==> src/hdl/pctmr_pkg.sv <==
package pctmr_pkg;

   localparam int unsigned PRESCALE_W  = 4;
   localparam int unsigned COUNT_W     = 16;
   localparam int unsigned BYTE_W      = 8;

   localparam int unsigned CTRL_ENABLE_BIT    = 0;
   localparam int unsigned CTRL_ONE_PULSE_BIT = 3;
   localparam int unsigned IRQ_UPDATE_EN_BIT  = 0;
   localparam int unsigned STATUS_UPDATE_BIT  = 0;

   localparam logic [COUNT_W-1:0] RELOAD_RESET = 16'hFFFF;

   typedef enum logic [1:0] {
      REQ_TICK  = 2'd0,
      REQ_WRITE = 2'd1,
      REQ_READ  = 2'd2
   } req_kind_type;

   typedef enum logic [2:0] {
      REG_CTRL      = 3'd0,
      REG_IRQ_EN    = 3'd1,
      REG_STATUS    = 3'd2,
      REG_CNT_HIGH  = 3'd3,
      REG_CNT_LOW   = 3'd4,
      REG_PRESCALE  = 3'd5,
      REG_RELOAD_HI = 3'd6,
      REG_RELOAD_LO = 3'd7
   } reg_index_type;

   typedef struct packed {
      req_kind_type  req_type;
      reg_index_type reg_index;
      logic [BYTE_W-1:0] write_data;
   } item_type;

   typedef struct packed {
      logic              update_irq;
      logic [BYTE_W-1:0] read_data;
   } result_type;

endpackage

==> src/hdl/pctmr_engine.sv <==
module pctmr_engine (
   input  logic                 clock,
   input  logic                 reset,
   input  logic                 fire,
   input  pctmr_pkg::item_type   item,
   output pctmr_pkg::result_type result
);
   import pctmr_pkg::*;

   logic [BYTE_W-1:0]     control_ff,   control_in;
   logic [BYTE_W-1:0]     irq_en_ff,    irq_en_in;
   logic [BYTE_W-1:0]     status_ff,    status_in;
   logic [COUNT_W-1:0]    counter_ff,   counter_in;
   logic [COUNT_W-1:0]    reload_ff,    reload_in;
   logic [PRESCALE_W-1:0] prescale_ff,  prescale_in;
   logic [COUNT_W-1:0]    pre_count_ff, pre_count_in;

   logic [COUNT_W-1:0] ratio;
   logic [COUNT_W-1:0] pre_inc;
   logic [COUNT_W-1:0] cnt_inc;
   logic               step;
   logic               hit;

   assign ratio   = COUNT_W'(1) << prescale_ff;
   assign pre_inc = pre_count_ff + COUNT_W'(1);
   assign step    = (pre_inc >= ratio);
   assign cnt_inc = counter_ff + COUNT_W'(1);
   assign hit     = (cnt_inc == reload_ff);

   always_comb begin
      control_in   = control_ff;
      irq_en_in    = irq_en_ff;
      status_in    = status_ff;
      counter_in   = counter_ff;
      reload_in    = reload_ff;
      prescale_in  = prescale_ff;
      pre_count_in = pre_count_ff;
      result       = '0;
      case (item.req_type)
         REQ_TICK: begin
            if (control_ff[CTRL_ENABLE_BIT]) begin
               pre_count_in = pre_inc;
               if (step) begin
                  pre_count_in = pre_inc - ratio;
                  counter_in   = cnt_inc;
                  if (hit) begin
                     counter_in = '0;
                     status_in[STATUS_UPDATE_BIT] = 1'b1;
                     if (control_ff[CTRL_ONE_PULSE_BIT]) begin
                        control_in[CTRL_ENABLE_BIT] = 1'b0;
                     end
                     result.update_irq = irq_en_ff[IRQ_UPDATE_EN_BIT];
                  end
               end
            end
         end
         REQ_WRITE: begin
            case (item.reg_index)
               REG_CTRL:      control_in = item.write_data;
               REG_IRQ_EN:    irq_en_in  = item.write_data;
               REG_STATUS:    status_in  = item.write_data;
               REG_CNT_HIGH:  counter_in = {item.write_data, counter_ff[BYTE_W-1:0]};
               REG_CNT_LOW:   counter_in = {counter_ff[COUNT_W-1:BYTE_W], item.write_data};
               REG_PRESCALE:  prescale_in = item.write_data[PRESCALE_W-1:0];
               REG_RELOAD_HI: reload_in  = {item.write_data, reload_ff[BYTE_W-1:0]};
               REG_RELOAD_LO: reload_in  = {reload_ff[COUNT_W-1:BYTE_W], item.write_data};
               default:       control_in = control_ff;
            endcase
         end
         REQ_READ: begin
            case (item.reg_index)
               REG_CTRL:      result.read_data = control_ff;
               REG_IRQ_EN:    result.read_data = irq_en_ff;
               REG_STATUS:    result.read_data = status_ff;
               REG_CNT_HIGH:  result.read_data = counter_ff[COUNT_W-1:BYTE_W];
               REG_CNT_LOW:   result.read_data = counter_ff[BYTE_W-1:0];
               REG_PRESCALE:  result.read_data = BYTE_W'(prescale_ff);
               REG_RELOAD_HI: result.read_data = reload_ff[COUNT_W-1:BYTE_W];
               REG_RELOAD_LO: result.read_data = reload_ff[BYTE_W-1:0];
               default:       result.read_data = '0;
            endcase
         end
         default: begin
            result = '0;
         end
      endcase
   end

   always_ff @(posedge clock) begin
      if (reset) begin
         control_ff   <= '0;
         irq_en_ff    <= '0;
         status_ff    <= '0;
         counter_ff   <= '0;
         reload_ff    <= RELOAD_RESET;
         prescale_ff  <= '0;
         pre_count_ff <= '0;
      end else if (fire) begin
         control_ff   <= control_in;
         irq_en_ff    <= irq_en_in;
         status_ff    <= status_in;
         counter_ff   <= counter_in;
         reload_ff    <= reload_in;
         prescale_ff  <= prescale_in;
         pre_count_ff <= pre_count_in;
      end
   end

endmodule

==> src/hdl/prescaled_up_counter_timer_core.sv <==
// Prescaled 16-bit up-counting timer with auto-reload and a byte-wide
// register file, driven by a stream of transactions. Each request is a tick,
// a register write or a register read (kind in req_tuser) and produces
// exactly one response: the read byte for a read (zero otherwise) and an
// update interrupt pulse when a tick wrapped the counter at the reload value
// with the update interrupt enabled. Ticks only count while ctrl bit 0 is
// set; the prescaler divides ticks by 2^prescale; on a match the counter
// clears, status bit 0 sets and, in one-pulse mode (ctrl bit 3), the enable
// bit drops. The prescale register keeps only its low 4 bits. Throughput is
// one transaction per clock while responses are taken. The request register
// feeds the register update and response logic, which is done in a single
// logic step into the response register that drives response valid.
// A stalled response holds the pipeline; req_tready falls only when both
// stages are full and rsp_tready is low.
module prescaled_up_counter_timer_core (
   input  logic        clock,
   input  logic        reset,
   input  logic        req_tvalid,
   output logic        req_tready,
   input  logic [15:0] req_tdata,   // [2:0] reg_index, [10:3] write_data, [15:11] zero
   input  logic [1:0]  req_tuser,   // [1:0] req_type
   output logic        rsp_tvalid,
   input  logic        rsp_tready,
   output logic [15:0] rsp_tdata    // [7:0] read_data, [8] update_irq, [15:9] zero
);
   import pctmr_pkg::*;

   item_type   item_ff, item_in;
   logic       item_valid_ff;
   result_type rsp_ff, rsp_in;
   logic       rsp_valid_ff;
   logic       advance;
   logic       req_fire;

   // the request stage moves on whenever the response slot is free or draining
   assign advance    = item_valid_ff && (!rsp_valid_ff || rsp_tready);
   assign req_tready = !item_valid_ff || advance;
   assign req_fire   = req_tvalid && req_tready;

   assign item_in.req_type   = req_kind_type'(req_tuser);
   assign item_in.reg_index  = reg_index_type'(req_tdata[2:0]);
   assign item_in.write_data = req_tdata[10:3];

   pctmr_engine u_engine (
      .clock  (clock),
      .reset  (reset),
      .fire   (advance),
      .item   (item_ff),
      .result (rsp_in)
   );

   // request register
   always_ff @(posedge clock) begin
      if (reset) begin
         item_valid_ff <= 1'b0;
      end else if (req_fire) begin
         item_valid_ff <= 1'b1;
      end else if (advance) begin
         item_valid_ff <= 1'b0;
      end
   end

   always_ff @(posedge clock) begin
      if (req_fire) begin
         item_ff <= item_in;
      end
   end

   // response register
   always_ff @(posedge clock) begin
      if (reset) begin
         rsp_valid_ff <= 1'b0;
      end else if (advance) begin
         rsp_valid_ff <= 1'b1;
      end else if (rsp_tready) begin
         rsp_valid_ff <= 1'b0;
      end
   end

   always_ff @(posedge clock) begin
      if (advance) begin
         rsp_ff <= rsp_in;
      end
   end

   assign rsp_tvalid = rsp_valid_ff;
   assign rsp_tdata  = {7'd0, rsp_ff.update_irq, rsp_ff.read_data};

   // interrupt pulses come only from ticks
   assert property (@(posedge clock) disable iff (reset)
      advance && item_ff.req_type != REQ_TICK |=> !rsp_ff.update_irq)
      else $error("update_irq raised by a non-tick transaction");

   // read data is zero for anything but a read
   assert property (@(posedge clock) disable iff (reset)
      advance && item_ff.req_type != REQ_READ |=> rsp_ff.read_data == '0)
      else $error("nonzero read_data on a non-read transaction");

   // a blocked request stays in the request register
   assert property (@(posedge clock) disable iff (reset)
      item_valid_ff && !advance |=> item_valid_ff && $stable(item_ff))
      else $error("pending request lost while stalled");

   // every request moved on produces a visible response
   assert property (@(posedge clock) disable iff (reset)
      advance |=> rsp_valid_ff)
      else $error("response missing after request advanced");

   assert property (@(posedge clock)
      reset |=> !rsp_valid_ff && !item_valid_ff)
      else $error("pipeline not empty after reset");

endmodule
==> config.mk <==
export PLATFORM = sky130hd
export DESIGN_NAME = prescaled_up_counter_timer_core
export DESIGN_NICKNAME = d
export VERILOG_FILES = /design/src/hdl/pctmr_pkg.sv /design/src/hdl/pctmr_engine.sv /design/src/hdl/prescaled_up_counter_timer_core.sv
export SDC_FILE = /design/constraint.sdc
export NUM_CORES = 1
export LEC_CHECK = 0
export BUFFER_PORTS_ARGS = -buffer_cell sky130_fd_sc_hd__buf_2
export CORE_MARGIN = 4
export CORE_UTILIZATION = 45
export CTS_CLUSTER_DIAMETER = 100
export DETAILED_ROUTE_END_ITERATION = 6
export PLACE_DENSITY = 0.65
export SLEW_MARGIN = 10
export SYNTH_ARGS = -nofsm -noshare
export SYNTH_HDL_FRONTEND = slang
export SYNTH_HIERARCHICAL = 1
export SYNTH_SLANG_ARGS = --single-unit
==> constraint.sdc <==
create_clock -name clock -period 4.9 [get_ports clock]
set_input_delay 0 -clock clock [delete_from_list [all_inputs] [get_ports clock]]
set_output_delay 0 -clock clock [all_outputs]
set_load 0.02 [all_outputs]
## Word level (Yosys, flattened, before mapping)

Index checks and enable logic that the tools add are counted.
W data, S select, Z words.

| operators by class | value |
|---|---|
| add/subtract/negate cells | 3 |
| multiply operators | 0 |
| div/mod/pow operators | 0 |
| order comparisons | 1 |
| equal/unequal tests | 19 |
| shift-type cells | 1 |
| mux-type cells | 23 |
| bitwise logic cells | 2 |
| reduce and logical (&&, ||, !) cells | 23 |

Operators with widths:

| cell | count |
|---|---|
| $pmux W16 S2 | 3 |
| $mux W16 | 4 |
| $pmux W8 S8 | 1 |
| $add A16 B1 Y16 const B | 2 |
| $reduce_and A3 Y1 | 6 |
| $reduce_and A6 Y1 | 3 |
| $eq A16 B16 Y1 | 1 |
| $ge A16 B16 Y1 | 1 |
| $shl A1 B4 Y16 const A | 1 |
| $sub A16 B16 Y16 | 1 |
| $mux W1 | 13 |
| $eq A3 B3 Y1 const B | 4 |
| $ne A2 B2 Y1 const B | 6 |
| $reduce_and A4 Y1 | 3 |
| $eq A3 B2 Y1 const B | 2 |
| $ne A2 B1 Y1 const B | 3 |
| $reduce_bool A2 Y1 | 3 |
| $pmux W1 S2 | 2 |
| $eq A3 B1 Y1 const B | 1 |
| $logic_not A3 Y1 | 1 |
| $eq A2 B1 Y1 const B | 1 |
| $eq A2 B2 Y1 const B | 1 |
| $logic_and A1 B1 Y1 | 2 |
| $logic_not A1 Y1 | 2 |
| other kinds (3) | 5 |

| word-level totals | value |
|---|---|
| register bits after elaboration | 100 |
| bits in latches | 0 |
| bits in writable memories | 0 |
| ROM bits | 0 |
| input bits | 22 |
| logic and storage cells | 90 |
| memories kept | 0 |

## Depth between registers and ports, before layout

Gate-level depths: netlist (run 1).

| logic depth | value |
|---|---|
| depth in word-level cells | 6 |
| depth in mapped cells | 16 |

## By module

The synthesis (run 1) kept the hierarchy.

Modules (own cells, without submodules):

| module | instances | cells an instance | area an instance (µm²) |
|---|---|---|---|
| pctmr_engine | 1 | 751 | 5901.9 |
| prescaled_up_counter_timer_core | 1 | 40 | 820.8 |

## Worst setup path after synthesis (run 1)

No wires, ideal clock.

| timing | value |
|---|---|
| kind | reg-to-reg |
| start | reg u_engine.pre_count_ff[0] |
| end | reg u_engine.counter_ff[1] |
| setup time | 131 ps |
| data arrival time | 3459 ps |
| setup slack | 1310 ps |
| cell stages (with the launch flop) | 16 |
| buffers on the path | 1 |
| clock period less this slack | 3590 ps |
| path through | dfxtp_1 ha_1 nand3_1 nor3_1 and4_1 nand4_1 xnor2_1 ha_1 a21bo_2 a21oi_1 nor2b_1 a211oi_4 or2_4 buf_6 a221oi_1 nor3_2 |

| on the way | value |
|---|---|
| longest elaborated chain between the ends | 4 |

RTL lines:

| item | RTL line | RTL |
|---|---|---|
| start, declared | pctmr_engine.sv:16 | `logic [COUNT_W-1:0] pre_count_ff, pre_count_in;` |
| start signal, assigned | pctmr_engine.sv:105 | `pre_count_ff <= pre_count_in;` |
| $add A16 B1 Y16 | pctmr_engine.sv:25 | `assign pre_inc = pre_count_ff + COUNT_W'(1);` |
| $ge A16 B16 Y1 | pctmr_engine.sv:26 | `assign step = (pre_inc >= ratio);` |
| $ne A2 B1 Y1 (no line) | n/a |  |
| $reduce_and A6 Y1 (no line) | n/a |  |
| end signal, assigned | pctmr_engine.sv:102 | `counter_ff <= counter_in;` |
| end, declared | pctmr_engine.sv:13 | `logic [COUNT_W-1:0] counter_ff, counter_in;` |

Every way passes these cells.
A chain may end at the register's enable or synchronous reset.

## Worst setup path after layout (run 1)

| timing | value |
|---|---|
| start | reg u_engine.pre_count_ff[0] |
| end | reg u_engine.pre_count_ff[5] |

| on the way | value |
|---|---|
| longest elaborated chain between the ends | 3 |

RTL lines:

| item | RTL line | RTL |
|---|---|---|
| $add A16 B1 Y16 * | pctmr_engine.sv:25 |  |
| $sub A16 B16 Y16 / $ge A16 B16 Y1 (equally long branches) | pctmr_engine.sv:44, pctmr_engine.sv:26 |  |
| $mux W16 * | pctmr_engine.sv:43 | `if (step) begin` |

Mark *: on every way between the ends. The rest lies on a longest branch, timed or not.

==> flow_metrics.py, run 1 <==
metrics = {
    "status": {
        "status": "finished, final reports clean",
    },
    "detailed_routing": {
        "wl_um": 19200,
        "via_count": 6136,
        "post-route-drc-count": 0,
        "postRouteAntennaNets": 0,
        "first_iter_violations": 645,
        "dr.pass1.iters": 6,
        "viasPerCell": 6.24,
        "post_drt_wl_per_cell_um": 19.5,
    },
    "grt": {
        "grt_pass1_vias": 5863,
        "grt_overflow": 0,
        "grt_max_degree": 54,
        "gr-usage-all-layers": 0.232,
        "grt_pass1_wl_um": 30800,
        "antenna_found_initial": 0,
    },
    "critical_path": {
        "cpLargestDelayFamily": "compound AO/OA/AOI/OAI gates",
        "rr_worst_depth": 13,
        "crit_cells": 13,
        "crit_path_end": "u_engine/pre_count_ff[5]",
        "critPathCaptureType": "register",
        "crit_arrival_ps": 4610,
        "r2r_setup_slack_ps": 530,
        "criticalPathCategory": "reg2reg",
        "cp_num_buf_inv": 0,
        "cp_data_required_time_ps": 5140,
        "crit_chain": "ha_1 > nand3_1 > nor3_1 > and4_1 > nand2_1 > xnor2_1 > ha_1 > nand2_1 > a21bo_2 > a21oi_1 > o21a_1 > o21ai_0 > a221oi_1",
        "slowest_stage": "o21a_1",
        "critPathMaxFanout": 17,
        "startpoint": "u_engine/pre_count_ff[0]",
        "rr_startpoint": "u_engine/pre_count_ff[0]",
        "startpoint_type": "register",
        "critical-path-max-stage-delay_ps": 670,
        "worstReg2RegEnd": "u_engine/pre_count_ff[5]",
    },
    "placed_design": {
        "place_area_um2": 6850,
        "dp_hpwl_um": 13400,
        "gp_congestion": 0.927,
        "portBuffers": 27,
        "post-place-cells": 951,
    },
    "logic_synthesis": {
        "yosysWarnings": 6,
        "ys_async_sr_fraction": 0,
        "synth-edff-count": 22,
        "syn_area_um2": 6720,
        "synthDistinctLibCells": 95,
        "synth_top_flop_cell": "dfxtp_1",
        "netlist_instances": 791,
        "ys_seq_elements": 100,
        "ys_seq_area_frac": 0.331,
        "syn_avg_cell_area_um2": 8.50,
    },
    "die": {
        "fp.dieW_um": 130,
        "die_area_um2": 17000,
        "initial_core_util": 0.461,
        "coreArea_um2": 14600,
        "die_y_um": 130,
        "rows": 44,
        "ios": 40,
    },
    "cts": {
        "clock_latency_ps": 350,
        "tritoncts": "built",
        "clk_pin_slew_worst_paths_ps": 70,
        "clock_path_buffers": 2,
        "numClockSinks": 100,
        "cts_buffers": 9,
        "root_buffer": "clkbuf_16",
        "cts_resized": 0,
        "post_cts_buffers": 0,
        "cts_htree_levels": 3,
    },
    "timing": {
        "period_needed_ps": 4370,
        "rsz0062_at_grt": "no",
        "period_share": 0.892,
        "finalSetupViolations": 0,
        "drv_slew": 0,
        "fin_setup_tns_ps": 0,
        "worstMarginPinSlew_ps": 944,
        "skew_ps": 11.8,
        "hold_violations": 0,
        "max_slew_margin": 0.371,
        "fmax_mhz": 229,
    },
    "power_and_ir_drop": {
        "fin_total_pwr_mw": 1.72,
        "peakVddDrop_mv": 0.202,
        "power.density_nw_per_um2": 235,
        "p_leak_nw": 2.76,
    },
    "cells_and_area": {
        "drive_above_1_share": 0.105,
        "antenna_cells": 0,
        "fill_cells": 1372,
        "finalInstanceArea_um2": 7300,
        "final_cells": 983,
        "area_delta_synth_final_pct": 8.56,
        "finalNetCount": 834,
    },
    "min_path": {
        "hold_class": "in2reg",
    },
    "job": {
        "max_cap_violations": 0,
    },
}
## placed cells by master, fill, tap and decap left out, types with 7 or more instances in the layout
master         instances
buf_2                 27
ha_1                  17
nand4_1               18
a31oi_1                8
nand3_1               34
clkbuf_16             10
inv_1                 21
o21ai_0               34
mux2i_1               45
conb_1                 7
a21oi_1               34
dlygate4sd3_1         16
nor4_1                 7
o22ai_1               10
nor3_1                19
a21o_1                 8
a211oi_1              12
nor2_1                84
edfxtp_1              22
xor2_1                18
nor2b_1               16
and3_1                12
nand2_1               75
dfxtp_1               78
xnor2_1               29
## registers in the layout (all words and copies together), names as in the netlist, 4 cells and up
register               cells
u_engine/counter_ff       16
u_engine/pre_count_ff     16
u_engine/reload_ff        16
item_ff                   13
rsp_tdata                  9
u_engine/control_ff        8
u_engine/irq_en_ff         8
u_engine/status_ff         8
u_engine/prescale_ff       4
## worst register-to-register path, delay by kind of cell, from the launching register on
kind	cells	cell delay [ps]
AND/OR/NAND/NOR	5	1320
AO/OA/AOI/OAI	5	1720
adder cells (fa/ha/maj)	2	610
flip-flops	1	460
XOR/XNOR	1	160
## synth_stat cells (12+ instances only)
cell / n / area [µm²]
a211oi_1: 12 / 90.1
a21oi_1: 34 / 170
and3_1: 12 / 75.1
buf_4: 12 / 90.1
clkbuf_1: 37 / 139
dfxtp_1: 78 / 1560
edfxtp_1: 22 / 661
ha_1: 17 / 213
inv_1: 21 / 78.8
mux2i_1: 45 / 450
nand2_1: 75 / 282
nand3_1: 34 / 170
nand4_1: 18 / 113
nor2_1: 84 / 315
nor2b_1: 16 / 100
nor3_1: 19 / 95.1
o21ai_0: 34 / 170
xnor2_1: 29 / 254
xor2_1: 18 / 158
## cell families after synthesis
group,synth area share
and+or+nand+nor,0.238
AOI/OAI and AO/OA,0.185
DFF,0.331
buffers and inverters,0.0558
muxes,0.0888
xor gates and xnor gates,0.0646
adders and majority gates,0.0361
other,0.000558
## layer usage
metal  wire, µm  GRT usage
met3       1580     0.0544
met1       8360      0.311
met5          0          0
met2       8860      0.370
met4        391     0.0715
## report_power, final
part / switching (mW) / internal (mW)
sequential: 0.0300 / 0.857
combinational: 0.0796 / 0.0502
clock: 0.323 / 0.375
total: 0.433 / 1.28
## repair_timing
action / 4_1_cts / 5_1_grt
hold buffers: 16 / 0
setup endpoints to repair: 0 / 0
endpoints found under the hold margin: 15 / 0
## stage by stage
| step | worst slack (ps) | utilization | hold slack [ps] |
|---|---|---|---|
| 3_5_place_dp | 699 | 0.470 | 178 |
| 6_report | 531 | 0.500 | 247 |
| 4_1_cts | 655 | 0.500 | 240 |
| 2_1_floorplan | 1310 | - | 62.4 |
| 5_1_grt | 307 | 0.500 | 292 |
| 3_3_place_gp | 812 | 0.470 | 176 |
## layout make-up
class | instances | area [µm²] | share of cell area
multi-input combinational | 614 | 4150 | 0.568
timing repair buffer | 48 | 333 | 0.0456
sequential | 100 | 2220 | 0.304
inverter | 21 | 78.8 | 0.0108
clock inverter | 5 | 32.5 | 0.00446
clock buffer | 11 | 254 | 0.0348
tap | 184 | 230 | 0.0315
## how the worst min path moves through the flow
stage	startpoint	cells after the start	endpoint	slack (ps)
floorplan	reset	1	item_valid_ff	60
global placement	req_tdata[8]	1	item_ff[5]	180
detailed placement	req_tdata[1]	1	item_ff[9]	180
CTS	reset	3	u_engine/pre_count_ff[10]	240
global route	reset	3	u_engine/status_ff[2]	290
finish	reset	3	u_engine/pre_count_ff[10]	250
Note: power is estimated with default switching activity, not from simulation.
==> run 2: changes to the inputs <==
--- a/config.mk
+++ b/config.mk
@@ -7,12 +7,13 @@
 export LEC_CHECK = 0
 export BUFFER_PORTS_ARGS = -buffer_cell sky130_fd_sc_hd__buf_2
 export CORE_MARGIN = 4
-export CORE_UTILIZATION = 45
+export CORE_UTILIZATION = 44
 export CTS_CLUSTER_DIAMETER = 100
 export DETAILED_ROUTE_END_ITERATION = 6
-export PLACE_DENSITY = 0.65
+export PLACE_DENSITY = 0.64
 export SLEW_MARGIN = 10
 export SYNTH_ARGS = -nofsm -noshare
 export SYNTH_HDL_FRONTEND = slang
 export SYNTH_HIERARCHICAL = 1
 export SYNTH_SLANG_ARGS = --single-unit
+export TNS_END_PERCENT = 5
==> run 2 against run 1 <==
Net effect: fmax is 2.9% higher; critical path depth is 2 higher; utilization is 0.42 points lower; routed wire length hardly changed; via count is 0.49% lower; largest cell class unchanged; critical path type unchanged; count of clock-buffer cells in the layout is 2 lower; register-to-register slack better by 120 ps; power is 3.1% higher; setup slack better by 120 ps.
==> flow_metrics.py, run 2 (synthesis results as in run 1) <==
metrics = {
    "detailed_routing": {
        "first_iter_violations": 557,
        "dr.pass1.iters": 6,
        "via_count": 6106,
        "post-route-drc-count": 0,
        "wl_um": 19200,
        "viasPerCell": 6.21,
        "postRouteAntennaNets": 0,
        "post_drt_wl_per_cell_um": 19.5,
    },
    "status": {
        "status": "finished, final reports clean",
    },
    "grt": {
        "grt_max_degree": 54,
        "antenna_found_initial": 0,
        "grt_overflow": 0,
        "grt_pass1_vias": 5877,
        "gr-usage-all-layers": 0.217,
        "grt_pass1_wl_um": 30700,
    },
    "timing": {
        "fin_setup_tns_ps": 0,
        "rsz0062_at_grt": "no",
        "drv_slew": 0,
        "period_needed_ps": 4240,
        "worstMarginPinSlew_ps": 1000,
        "hold_violations": 0,
        "finalSetupViolations": 0,
        "period_share": 0.866,
        "skew_ps": 9.71,
        "max_slew_margin": 0.331,
        "fmax_mhz": 236,
    },
    "critical_path": {
        "slowest_stage": "dfxtp_1",
        "cp_num_buf_inv": 0,
        "crit_arrival_ps": 4480,
        "rr_startpoint": "u_engine/pre_count_ff[0]",
        "critPathMaxFanout": 12,
        "critPathCaptureType": "register",
        "critical-path-max-stage-delay_ps": 490,
        "crit_chain": "ha_1 > nand3_1 > nor3_1 > and4_1 > nand2_1 > xnor2_1 > ha_1 > nand2_1 > a21bo_2 > a21oi_1 > nor2b_1 > a211oi_4 > or2_4 > a222oi_1 > nor2_1",
        "crit_cells": 15,
        "rr_worst_depth": 15,
        "cp_data_required_time_ps": 5130,
        "cpLargestDelayFamily": "simple AND/OR/NAND/NOR gates",
        "r2r_setup_slack_ps": 660,
        "crit_path_end": "u_engine/counter_ff[4]",
        "criticalPathCategory": "reg2reg",
        "startpoint_type": "register",
        "worstReg2RegEnd": "u_engine/counter_ff[4]",
        "startpoint": "u_engine/pre_count_ff[0]",
    },
    "die": {
        "die_y_um": 132,
        "initial_core_util": 0.456,
        "coreArea_um2": 14800,
        "ios": 40,
        "fp.dieW_um": 132,
        "rows": 44,
        "die_area_um2": 17300,
    },
    "cts": {
        "numClockSinks": 100,
        "cts_resized": 0,
        "clock_path_buffers": 2,
        "root_buffer": "clkbuf_16",
        "postCtsHoldBufs": 16,
        "cts_buffers": 9,
        "tritoncts": "built",
        "clock_latency_ps": 360,
        "cts_htree_levels": 3,
        "clk_pin_slew_worst_paths_ps": 80,
        "post_cts_buffers": 0,
    },
    "placed_design": {
        "post-place-cells": 951,
        "dp_hpwl_um": 13600,
        "gp_congestion": 0.946,
        "place_area_um2": 6850,
        "portBuffers": 27,
    },
    "power_and_ir_drop": {
        "power.density_nw_per_um2": 242,
        "peakVddDrop_mv": 0.231,
        "p_leak_nw": 2.77,
    },
    "cells_and_area": {
        "biggestRegsByFlops": "u_engine/counter_ff (16), u_engine/pre_count_ff (16), u_engine/reload_ff (16)",
        "final_common_cell": "nor2_1",
        "final_cells": 983,
        "finalInstanceArea_um2": 7320,
        "area_delta_synth_final_pct": 8.88,
        "final_cell_mix": "nor2_1 (84), dfxtp_1 (78), nand2_1 (75)",
        "drive_above_1_share": 0.106,
        "finalNetCount": 834,
        "antenna_cells": 0,
    },
    "min_path": {
        "hold_class": "in2reg",
        "hold_depth": 3,
    },
    "job": {
        "max_cap_violations": 0,
    },
}
[run 2: changes by cell type in the layout (fill, tap and decap cells not counted)]
| cell | change |
|---|---|
| clkbuf_16 | -1 |
| inv_6 | +2 |
| clkinv_2 | -1 |
| clkbuf_1 | -1 |
| clkinvlp_4 | -2 |
| bufinv_16 | +1 |
| inv_4 | -2 |
| clkinv_4 | +4 |
[run 2: metrics by stage]
step,total power [mW],utilization,setup slack (ps),hold WS [ps]
after CTS,1.78,0.496,666,257
final,1.77,0.496,656,256
after floorplan,0.984,-,1310,62.4
after global placement,1.02,0.464,840,176
after global routing,1.82,0.496,353,279
after detailed placement,1.02,0.464,689,178
[run 2: metal layers]
metal  vias up  track usage  wire (µm)
met3        31       0.0363       1270
met1      2951        0.298       8770
met2       238        0.343       8720
met5         -            0          0
li1       2886            -          -
met4         0       0.0823        423
[run 2: where the power goes]
part | switching, mW | total [mW] | internal (mW)
logic | 0.0808 | 0.131 | 0.0502
clock network | 0.347 | 0.751 | 0.404
registers | 0.0296 | 0.887 | 0.857
[run 2: final cells by class]
cell class	instances	area, µm²
clock buffer	9	225
clock inverter	7	82.6
fill	1399	7430
inverter	21	78.8
multi-input combinational	614	4150
sequential	100	2220
tap	184	230
timing repair buffer	48	333
[run 2: worst min-delay path by stage]
| stage | endpoint | startpoint |
|---|---|---|
| global placement | item_ff[3] | req_tdata[6] |
| detailed placement | item_ff[7] | req_tdata[10] |
| global route | u_engine/counter_ff[4] | reset |
| CTS | u_engine/counter_ff[4] | reset |
| floorplan | item_valid_ff | reset |
| finish | u_engine/counter_ff[4] | reset |
[run 2: worst reg2reg max path: cells and delay by family, from the launching register on]
kind,cells,cell delay (ps)
simple gates,8,1860
compound gates,4,1000
fa+ha+maj,2,620
xor+xnor,1,170
flops,1,490
